## config.mk

```make
export PLATFORM = sky130hd
export DESIGN_NAME = twpi_muldiv
export DESIGN_NICKNAME = d
export VERILOG_FILES = /design/src/rtl/twpi_pkg.sv /design/src/rtl/twpi_muldiv.sv
export SDC_FILE = /design/constraint.sdc
export NUM_CORES = 1
export LEC_CHECK = 0
export BUFFER_PORTS_ARGS = -buffer_cell sky130_fd_sc_hd__buf_2
export CAP_MARGIN = 40
export CORE_ASPECT_RATIO = 0.5
export CORE_MARGIN = 3
export CORE_UTILIZATION = 30
export DETAILED_ROUTE_END_ITERATION = 8
export HOLD_SLACK_MARGIN = 0.05
export PLACE_DENSITY = 0.48
export SLEW_MARGIN = 20
export SYNTH_ARGS = -nofsm -noshare
export SYNTH_HDL_FRONTEND = slang
export SYNTH_SLANG_ARGS = --single-unit
```

## constraint.sdc

```tcl
create_clock -name clk -period 5.6 [get_ports clk]
set_input_delay 0.28 -clock clk [delete_from_list [all_inputs] [get_ports clk]]
set_output_delay 0.28 -clock clk [all_outputs]
set_load 0.02 [all_outputs]
```

## src/rtl/twpi_pkg.sv

```systemverilog
// shared constants, types and tables of the tracking wheel pose integrator
package twpi_pkg;

  localparam int ANGLE_BITS  = 24;
  localparam int TRIG_STAGES = 20;
  localparam int ITER_W      = (TRIG_STAGES > 1) ? $clog2(TRIG_STAGES) : 1;

  localparam int CFG_IDX_W = 3;
  localparam logic [CFG_IDX_W-1:0] CFG_VERT_DIAM = 3'd0;
  localparam logic [CFG_IDX_W-1:0] CFG_HORZ_DIAM = 3'd1;
  localparam logic [CFG_IDX_W-1:0] CFG_LEFT_OFS  = 3'd2;
  localparam logic [CFG_IDX_W-1:0] CFG_RIGHT_OFS = 3'd3;
  localparam logic [CFG_IDX_W-1:0] CFG_HORZ_OFS  = 3'd4;

  localparam logic [1:0] OP_BASELINE = 2'd0;
  localparam logic [1:0] OP_UPDATE   = 2'd1;
  localparam logic [1:0] OP_SET_POSE = 2'd2;

  localparam int TRAVEL_FRAC = 8;
  localparam int TRAV_W      = 44;
  localparam int DIFF_W      = TRAV_W + 1;
  localparam int CORR_W      = 62;
  localparam int CW          = 44;
  localparam int ZW          = 34;
  localparam int GW          = 36;
  localparam int LOCAL_EXP   = 40;

  localparam int MD_AW     = 49;
  localparam int MD_BW     = 34;
  localparam int DTH_SHIFT = 41 - ANGLE_BITS;
  localparam int MD_DW     = (17 + DTH_SHIFT > 40) ? 17 + DTH_SHIFT : 40;
  localparam int MD_PW     = ((MD_AW + MD_BW > MD_DW) ? MD_AW + MD_BW : MD_DW) + 1;
  localparam int MD_QW     = 64;
  localparam int MD_CNT_W  = $clog2(MD_PW);

  localparam logic [MD_BW-1:0] PI_Q32      = 34'd13493037705;
  localparam logic [MD_BW-1:0] INVPI_Q32   = 34'd1367130551;
  localparam logic [MD_BW-1:0] INVGAIN_Q31 = 34'd1304065748;
  localparam logic [MD_DW-1:0] TRAVEL_DIV  = MD_DW'(36000) << (32 - TRAVEL_FRAC);
  localparam logic [MD_DW-1:0] GAIN_DIV    = MD_DW'(1) << (31 + TRAVEL_FRAC);

  typedef struct packed {
    logic             start;
    logic [MD_AW-1:0] a;
    logic [MD_BW-1:0] b;
    logic [MD_DW-1:0] d;
  } md_req_t;

  typedef struct packed {
    logic             done;
    logic [MD_QW-1:0] q;
  } md_rsp_t;

  function automatic logic [31:0] atan_val(input logic [4:0] idx);
    logic [31:0] v;
    case (idx)
      5'd0:    v = 32'h20000000;
      5'd1:    v = 32'h12E4051E;
      5'd2:    v = 32'h09FB385B;
      5'd3:    v = 32'h051111D4;
      5'd4:    v = 32'h028B0D43;
      5'd5:    v = 32'h0145D7E1;
      5'd6:    v = 32'h00A2F61E;
      5'd7:    v = 32'h00517C55;
      5'd8:    v = 32'h0028BE53;
      5'd9:    v = 32'h00145F2F;
      5'd10:   v = 32'h000A2F98;
      5'd11:   v = 32'h000517CC;
      5'd12:   v = 32'h00028BE6;
      5'd13:   v = 32'h000145F3;
      5'd14:   v = 32'h0000A2FA;
      5'd15:   v = 32'h0000517D;
      5'd16:   v = 32'h000028BE;
      5'd17:   v = 32'h0000145F;
      5'd18:   v = 32'h00000A30;
      5'd19:   v = 32'h00000518;
      5'd20:   v = 32'h0000028C;
      5'd21:   v = 32'h00000146;
      5'd22:   v = 32'h000000A3;
      5'd23:   v = 32'h00000051;
      5'd24:   v = 32'h00000029;
      5'd25:   v = 32'h00000014;
      5'd26:   v = 32'h0000000A;
      5'd27:   v = 32'h00000005;
      5'd28:   v = 32'h00000003;
      5'd29:   v = 32'h00000001;
      5'd30:   v = 32'h00000001;
      default: v = 32'h00000000;
    endcase
    return v;
  endfunction

endpackage

```

## src/rtl/twpi_muldiv.sv

```systemverilog
// bit-serial rounded scale unit: round(a*b/d), half away from zero
module twpi_muldiv (
  input  logic              clk,
  input  logic              rst_n,
  input  twpi_pkg::md_req_t req,
  output twpi_pkg::md_rsp_t rsp
);

  typedef enum logic [4:0] {
    MD_IDLE = 5'b00001,
    MD_MUL  = 5'b00010,
    MD_RND  = 5'b00100,
    MD_DIV  = 5'b01000,
    MD_DONE = 5'b10000
  } md_state_t;

  md_state_t                        state_r;
  logic [twpi_pkg::MD_CNT_W-1:0]    cnt_r;
  logic                             neg_r;
  logic [twpi_pkg::MD_AW-1:0]       ua_r;
  logic [twpi_pkg::MD_BW-1:0]       b_r;
  logic [twpi_pkg::MD_DW-1:0]       d_r;
  logic [twpi_pkg::MD_PW-1:0]       p_r;
  logic [twpi_pkg::MD_DW-1:0]       r_r;
  logic [twpi_pkg::MD_QW-1:0]       q_r;

  logic [twpi_pkg::MD_AW-1:0]       ua_in;
  logic [twpi_pkg::MD_DW:0]         rs;
  logic [twpi_pkg::MD_DW:0]         rd;
  logic                             ge;

  assign ua_in = req.a[twpi_pkg::MD_AW-1] ? (~req.a + 1'b1) : req.a;
  assign rs    = {r_r, p_r[twpi_pkg::MD_PW-1]};
  assign rd    = rs - {1'b0, d_r};
  assign ge    = (rs >= {1'b0, d_r});

  assign rsp.done = (state_r == MD_DONE);
  assign rsp.q    = neg_r ? (~q_r + 1'b1) : q_r;

  always_ff @(posedge clk) begin
    if (!rst_n) begin
      state_r <= MD_IDLE;
    end else begin
      case (state_r)
        MD_IDLE: begin
          if (req.start) begin
            state_r <= MD_MUL;
          end
        end
        MD_MUL: begin
          if (cnt_r == '0) begin
            state_r <= MD_RND;
          end
        end
        MD_RND: begin
          state_r <= MD_DIV;
        end
        MD_DIV: begin
          if (cnt_r == '0) begin
            state_r <= MD_DONE;
          end
        end
        MD_DONE: begin
          state_r <= MD_IDLE;
        end
        default: begin
          state_r <= MD_IDLE;
        end
      endcase
    end
  end

  always_ff @(posedge clk) begin
    case (state_r)
      MD_IDLE: begin
        neg_r <= req.a[twpi_pkg::MD_AW-1];
        ua_r  <= ua_in;
        b_r   <= req.b;
        d_r   <= req.d;
        p_r   <= '0;
        r_r   <= '0;
        q_r   <= '0;
        cnt_r <= twpi_pkg::MD_CNT_W'(twpi_pkg::MD_BW - 1);
      end
      MD_MUL: begin
        p_r   <= {p_r[twpi_pkg::MD_PW-2:0], 1'b0} +
                 (b_r[twpi_pkg::MD_BW-1] ? twpi_pkg::MD_PW'(ua_r) : '0);
        b_r   <= {b_r[twpi_pkg::MD_BW-2:0], 1'b0};
        cnt_r <= cnt_r - 1'b1;
      end
      MD_RND: begin
        p_r   <= p_r + twpi_pkg::MD_PW'(d_r >> 1);
        cnt_r <= twpi_pkg::MD_CNT_W'(twpi_pkg::MD_PW - 1);
      end
      MD_DIV: begin
        r_r   <= ge ? rd[twpi_pkg::MD_DW-1:0] : rs[twpi_pkg::MD_DW-1:0];
        q_r   <= {q_r[twpi_pkg::MD_QW-2:0], ge};
        p_r   <= {p_r[twpi_pkg::MD_PW-2:0], 1'b0};
        cnt_r <= cnt_r - 1'b1;
      end
      default: begin
        cnt_r <= cnt_r;
      end
    endcase
  end

endmodule

```

Word level (Yosys, flattened, before mapping). Index checks and enable logic that the tools add are counted.

Output and inout bits: 65. Latch bits: 0. Memory bits (writable): 0. Input bits: 126. Memories kept: 0. Register bits after elaboration: 324. Word-level logic and storage cells: 47. Bits in read-only memories: 0.

Eq/ne operators: 8. Reduce and logical (&&, ||, !) cells: 7. Multiplexer cells: 13. Shifts and indexed selects: 0. $mul: 0. Magnitude comparators: 1. Bitwise logic cells: 2. Add/sub/neg operators: 6. Div/mod/pow operators: 0.

Operators with widths (number): 84-bit case mux with 4 select lines (1); 64-bit case mux with 2 select lines (1); 84-bit by 39-bit adder with 84-bit output (1); 84-bit by 49-bit adder with 84-bit output (1); 40-bit case mux with 2 select lines (1); 34-bit case mux with 2 select lines (1); 64-bit by 1-bit adder with 64-bit output (second input constant) (1); 64-bit 2-to-1 mux (1); 64-bit inverter (1); 49-bit by 1-bit adder with 49-bit output (second input constant) (1); 49-bit 2-to-1 mux (1); 49-bit inverter (1); 48-bit 2-to-1 mux (1); 41-bit by 40-bit greater-or-equal comparator with 1-bit output (1); 40-bit 2-to-1 mux (1); 40-bit subtractor (1); 7-bit case mux with 3 select lines (1); 5-bit case mux with 4 select lines (1); 5-bit 2-to-1 mux (3); 7-bit zero test (1); 7-bit by 1-bit subtractor with 7-bit output (second input constant) (1); 2-bit != test (second input constant) (3); 5-bit by 1-bit equality test with 1-bit output (second input constant) (1); 5-bit by 2-bit equality test with 1-bit output (second input constant) (1); other kinds (8) (9).

Longest topological paths before layout. Gate-level depths: netlist (run 1).

Word-level depth: 3. Mapped depth: 16.

Least setup slack after synthesis (run 1). No wires, ideal clock.

Kind: register to output. From: reg q_r[28] (netlist name). To: out rsp[63] (netlist name). Slack: 1.294 ns. Stages on the path, launching flop included: 12. Arrival: 4.026 ns. Buffers on the path: 1. Cell sequence: edfxtp_1 > or4_4 > or4_1 > or2_4 > or4_4 > or3_4 > or3_1 > or3_1 > buf_2 > or3_4 > o41ai_2 > xnor2_1.

RTL lines: start, declared (RTL line twpi_muldiv.sv:25) `logic [twpi_pkg::MD_QW-1:0] q_r;`; start signal, assigned (RTL line twpi_muldiv.sv:97) `q_r <= {q_r[twpi_pkg::MD_QW-2:0], ge};`; end, declared (RTL line twpi_muldiv.sv:6) `output twpi_pkg::md_rsp_t rsp`.

==> key figures, run 1 <==
Min path
  • Min-Delay Path Class: input pin to register
  • Hold endpoint: ua_r[23]
  • HP Start: req[97]
  • WHS Path Cells: 2

Synth
  • Cell Area, Synth: 23900 um^2
  • Sequential share of the synthesized area: 40.5%
  • Yosys warns: 0
  • Syn Inst Count: 2579
  • Top_reg_cell synth: edfxtp_1
  • Most frequent cells after synthesis: edfxtp_1 (319), nand2_1 (270), xnor2_1 (190)
  • Seq cells post-synth: 324
  • Number of synthesized flops with an enable pin: 319
  • Top-area cell type share of the netlist area: 40.1%
  • Yosys top cell by area: edfxtp_1
  • Syn Area/Cell: 9.26 um^2
  • Count leader, synth: edfxtp_1
  • Asr flop ratio synth: 0%
  • Post-Syn Nets: 2838
  • Area contributors post-synth: edfxtp_1 (40%), xnor2_1 (7.0%), ha_1 (6.8%)
  • Yosys cell types: 76

Power
  • NetSw: 4440 uW
  • Pwr Density: 387 nW/um^2
  • Static leakage: 0.0112 uW
  • Maximum VDD drop: 0.000162 V
  • Clock power frac: 22.6%
  • Combinational Power Share: 42.3%
  • Int Power: 6550 uW
  • Sw Share: 40.4%
  • Sequential fraction of design power: 35.1%

Drt
  • DRC: 0
  • Via density: 5.28
  • Top routing layer in use: met5
  • Mean routed wirelength per cell: 18.9 um
  • Antenna-violating nets left: 0
  • Met3 wire len: 4560 um
  • Drt first-iter violations: 1640
  • Routed vias: 20600
  • Wire length on met1: 37700 um
  • Met2 wire len: 29400 um
  • DRT Pass-1 Iters: 5
  • Post-Route WL: 73800 um

Clock network
  • CTS tree: built
  • Number of H-tree levels: 2
  • Worst skew pair latency: 0.57 ns
  • Setup Buffers After CTS: 0
  • Clk root buf: clkbuf_16
  • # clock sinks: 324
  • Clk slew on worst S/H paths: 0.06 ns
  • Num CTS Buffers: 37
  • Clock Tree Buf Depth: 3

Floorplan
  • Die Y-Extent: 206 um
  • I/O pins: 191
  • Starting density of the core: 30.6%
  • Die area: 83200 um^2
  • Core area: 78000 um^2
  • Die width: 405 um
  • # rows: 72

Finish
  • Nets: 3093
  • Final Core Density: 36.3%
  • Fraction of layout cells with a size suffix above 1: 11.1%
  • Area Overhead vs Synth: 18.7%

Timing
  • Worst-margin pin slew: 0.852 ns
  • RSZ-0062 raised after global routing: no
  • Worst clock skew: 0.0278 ns
  • Setup TNS Final: 0 ns
  • # setup viols final: 0
  • Final worst path period share: 90.7%
  • Period minus WS final: 5.08 ns
  • Slew Viols, Final: 0
  • Final Hold Fails: 0
  • Max Clk Rate: 0.197 GHz
  • Slew headroom: 41.7%

Critical path
  • FF-to-FF End: p_r[83]
  • WS Path Type: register to output port
  • R2R cell count: 15
  • Startpoint Class: register
  • Worst Setup End Kind: output port
  • Worst-path maximum fanout: 7
  • Worst path required time: 5.32 ns
  • CP arrival: 4.80 ns
  • Crit-path max cell delay: 0.60 ns
  • Reg-to-reg slack, setup: 1.15 ns
  • Critical-path top delay cell: or4_1
  • Worst r2r src: b_r[33]
  • Critical path cell sequence: or4_1, nor4_1, nor4b_2, nand3_1, or3_4, or3_1, or3_1, or3_4, o41ai_2, xnor2_1, buf_2

Global route
  • Total gr overflow: 0
  • First-pass GRT wire length: 115000 um
  • Largest net degree at the start of global routing: 74
  • Gr usage total: 17.4%
  • Initial antenna violation count: 5
  • Vias in the first global route: 19600

Placement
  • Final GP Congestion: 0.865
  • DPL Wire Length: 54200 um
  • I/O Buffers: 190

Run
  • Total of max-cap violations: 0

Outcome
  • Status: finished clean
[area by class of cell]
cell class | count | area, um^2
antenna | 3 | 7.51
clock buffer | 44 | 995
clock inverter | 22 | 196
fill | 8009 | 49700
inverter | 90 | 340
multi-input combinational | 2045 | 13500
sequential | 324 | 9680
tap | 1036 | 1300
timing repair buffer | 336 | 2380
[worst max-delay path, delay by kind of cell (launching register included)]
family          cells  cell delay, ns
flops               1            0.43
simple gates        8            3.25
xor+xnor            1            0.15
buf+inv             1            0.18
compound gates      1            0.24
[registers in the layout, summed over array words and instances, names as in the netlist]
name	cells
neg_r	1
p_r	84
cnt_r	7
r_r	40
ua_r	49
d_r	40
b_r	34
state_r	5
q_r	64
[metrics by stage]
stage | area, um^2 | total power [uW] | std cells | worst slack (ns) | hold slack, ns
3_3_place_gp | 25900 | 8420 | 3712 | 0.864 | 0.458
4_1_cts | 28300 | 11100 | 3896 | 0.200 | 0.0502
3_5_place_dp | 26000 | 8430 | 3717 | 0.845 | 0.459
5_1_grt | 28400 | 11800 | 3900 | 0.0810 | 0.0661
6_report | 28400 | 11000 | 3900 | 0.521 | 0.0912
2_1_floorplan | 23900 | 7050 | 2579 | 1.29 | 0.369
[repair_timing]
action / in CTS / in global routing
hold buffers: 113 / 0
setup endpoints to repair: 0 / 6
endpoints found under the hold margin: 116 / 0
resized for setup: 0 / 1
[routing by layer]
| layer | vias to the layer above | global-route usage [%] |
|---|---|---|
| li1 | 10100 | - |
| met1 | 9782 | 26.6 |
| met2 | 584 | 24.3 |
| met3 | 112 | 3.28 |
| met4 | 2 | 5.56 |
| met5 | - | 0 |
[cell usage in the layout (no fill, tap or decap), types with 91 or more instances in the layout]
| cell type | netlist | routed |
|---|---|---|
| dlygate4sd3_1 | 0 | 113 |
| edfxtp_1 | 319 | 319 |
| and2_1 | 119 | 119 |
| ha_1 | 130 | 130 |
| a21oi_1 | 161 | 160 |
| nand2_1 | 270 | 269 |
| nor2_1 | 158 | 158 |
| xnor2_1 | 190 | 190 |
| buf_2 | 1 | 191 |
| o21ai_0 | 183 | 183 |
| a21o_1 | 91 | 91 |
[power by group through the flow]
stage	Combinational, uW	Clock (uW)	Sequential, uW
floorplan	3360	0	3690
global placement	4540	0	3890
detailed placement	4540	0	3890
CTS	4640	2580	3850
global route	5160	2670	3930
finish	4650	2480	3860
[cell families after synthesis]
logic type | count (synthesis) | synth area share, %
flip-flops | 324 | 40.5
AND/OR/NAND/NOR | 901 | 18.9
AO/OA/AOI/OAI | 741 | 20.2
adder cells (fa/ha/maj) | 133 | 7.06
multiplexers | 9 | 0.382
buffers and inverters | 210 | 3.32
XOR/XNOR | 261 | 9.57
[how the worst max path moves through the flow]
stage / startpoint / endpoint / cells past startpoint
floorplan: q_r[28] / rsp[63] / 11
global placement: q_r[10] / rsp[63] / 11
detailed placement: q_r[10] / rsp[63] / 11
CTS: q_r[10] / rsp[63] / 11
global route: q_r[10] / rsp[60] / 10
finish: q_r[10] / rsp[63] / 11
Power figures use the tool's default switching activity.
==> run 2, diff against run 1 <==
PLACE_DENSITY = 0.49   (was 0.48)
clock period = 4.1 ns   (was 5.6 ns; I/O delays follow)
==> key figures, run 2 (synthesis results as in run 1) <==
Outcome
  • Status: finished with violations
  • Violated checks: setup timing

Finish
  • Post-Layout Inst Area: 29300 um^2
  • Commonest non-fill, non-tap cells in the layout: edfxtp_1 (319), nand2_1 (269), xnor2_1 (187)
  • Fraction of layout cells with a size suffix above 1: 13.8%
  • Max reg flops: 84
  • Top reg by flops: p_r
  • Area Overhead vs Synth: 22.8%
  • Most common cell after layout, fill and taps aside: edfxtp_1
  • Largest regs: p_r: 84 flops, q_r: 64 flops, ua_r: 49 flops
  • Nets: 3177

Power
  • Combinational Power Share: 42.9%
  • Sequential fraction of design power: 34.4%
  • Maximum VDD drop: 0.000240 V
  • Total Power: 15400 uW
  • Static leakage: 0.0117 uW
  • Clock power frac: 22.7%
  • Int Power: 9180 uW
  • NetSw: 6220 uW
  • Pwr Density: 525 nW/um^2
  • Sw Share: 40.4%

Placement
  • I/O Buffers: 190
  • Final GP Congestion: 0.891
  • Placed cell areas: 26600 um^2
  • DPL Wire Length: 53900 um

Clock network
  • Number of H-tree levels: 2
  • # clock sinks: 324
  • CTS tree: built
  • Num CTS Buffers: 38
  • Clk slew on worst S/H paths: 0.06 ns
  • Clk root buf: clkbuf_16
  • Clock Tree Buf Depth: 3
  • Worst skew pair latency: 0.59 ns

Global route
  • Total gr overflow: 0
  • Largest net degree at the start of global routing: 133
  • Gr usage total: 17.5%
  • First-pass GRT wire length: 116000 um
  • Vias in the first global route: 20100
  • Initial antenna violation count: 1

Critical path
  • WS Path Type: register to output port
  • CP top delay family: simple AND/OR/NAND/NOR gates
  • Worst Setup End Kind: output port
  • CP dominant cell by count: or3_4
  • Worst-path maximum fanout: 3
  • Startpoint Class: register
  • CP arrival: 4.56 ns
  • Crit-path max cell delay: 0.55 ns
  • Crit path buf inv count: 1
  • Critical path cell sequence: or4_4, or4_4, or2_4, or4_4, or3_4, or3_4, or3_4, or3_4, o41ai_4, xnor2_2, buf_4
  • Critical-path top delay cell: or4_4
  • Worst path required time: 3.89 ns

Floorplan
  • Core area: 78000 um^2
  • # rows: 72
  • Starting density of the core: 30.6%
  • Die area: 83200 um^2
  • I/O pins: 191
  • Die Y-Extent: 206 um
  • Die width: 405 um

Timing
  • # setup viols final: 18
  • Worst-margin pin slew: 0.834 ns
  • Final worst path period share: 116%
  • Slew headroom: 44.4%
  • Slew Viols, Final: 0
  • RSZ-0062 raised after global routing: yes
  • Max Clk Rate: 0.210 GHz
  • Period minus WS final: 4.76 ns
  • Hold_ws: 0.0869 ns
  • Setup ws final: -0.664 ns
  • Final Hold Fails: 0
  • Worst clock skew: 0.0348 ns

Min path
  • Min-Delay Path Class: input pin to register

Drt
  • DRT Pass-1 Iters: 5
  • DRC: 0
  • Routed vias: 21000
  • Post-Route WL: 74100 um
  • Drt first-iter violations: 1534
  • Mean routed wirelength per cell: 18.6 um
  • Antenna-violating nets left: 0
  • Via density: 5.26

Run
  • Total of max-cap violations: 0
## run 2: layout make-up
type,count,area [um^2]
flip-flops and latches,324,9680
clock buffers,44,995
fillers,7931,48700
multi-input cells,2045,13600
inverters,90,340
well taps,1036,1300
clock inverters,25,239
diodes,1,2.50
repair buffers,419,3140
## run 2: worst paths after layout
| check | startpoint | end | slack, ns | cells past startpoint |
|---|---|---|---|---|
| setup reg to reg | b_r[33] | p_r[68] | 0.19 | 15 |
| hold reg to reg | b_r[17] | b_r[18] | 0.51 | 2 |
| hold / removal | req[122] | ua_r[1] | 0.09 | 2 |
| setup / recovery | q_r[28] | rsp[63] | -0.66 | 11 |
## run 2: through the flow
| stage | utilization, % | worst slack, ns | cells | TNS (ns) |
|---|---|---|---|---|
| 2_1_floorplan | - | -0.0929 | 2579 | -0.148 |
| 3_3_place_gp | 34.0 | -0.118 | 3774 | -0.250 |
| 3_5_place_dp | 34.0 | -0.140 | 3776 | -0.345 |
| 4_1_cts | 37.4 | -0.724 | 3979 | -8.70 |
| 5_1_grt | 37.6 | -0.794 | 3984 | -10.75 |
| 6_report | 37.6 | -0.664 | 3984 | -7.64 |
## run 2: power groups by stage
stage	registers (uW)	logic [uW]	clock network, uW
after floorplan	5040	4610	0
after CTS	5270	6580	3620
after global routing	5380	7330	3750
final	5290	6610	3490
after global placement	5330	6400	0
after detailed placement	5330	6410	0
## run 2: metal layers
layer	vias up	share of wire (%)	global-route usage (%)	wire length [um]
met3	82	6.1	3.18	4500
met1	10100	50	25.8	37000
met4	0	2.0	4.21	1510
met5	-	0	0	0
met2	544	42	26.2	31100
li1	10300	-	-	-
## run 2: repair_timing
| action | in CTS | in global routing |
|---|---|---|
| buffers inserted | 3 | 4 |
| gates resized for setup | 16 | 24 |
| pin swaps | 6 | 10 |
| cloned | 0 | 0 |
| hold buffers | 131 | 0 |
| endpoints found under the hold margin | 128 | 0 |
| endpoints found under the setup margin | 17 | 46 |
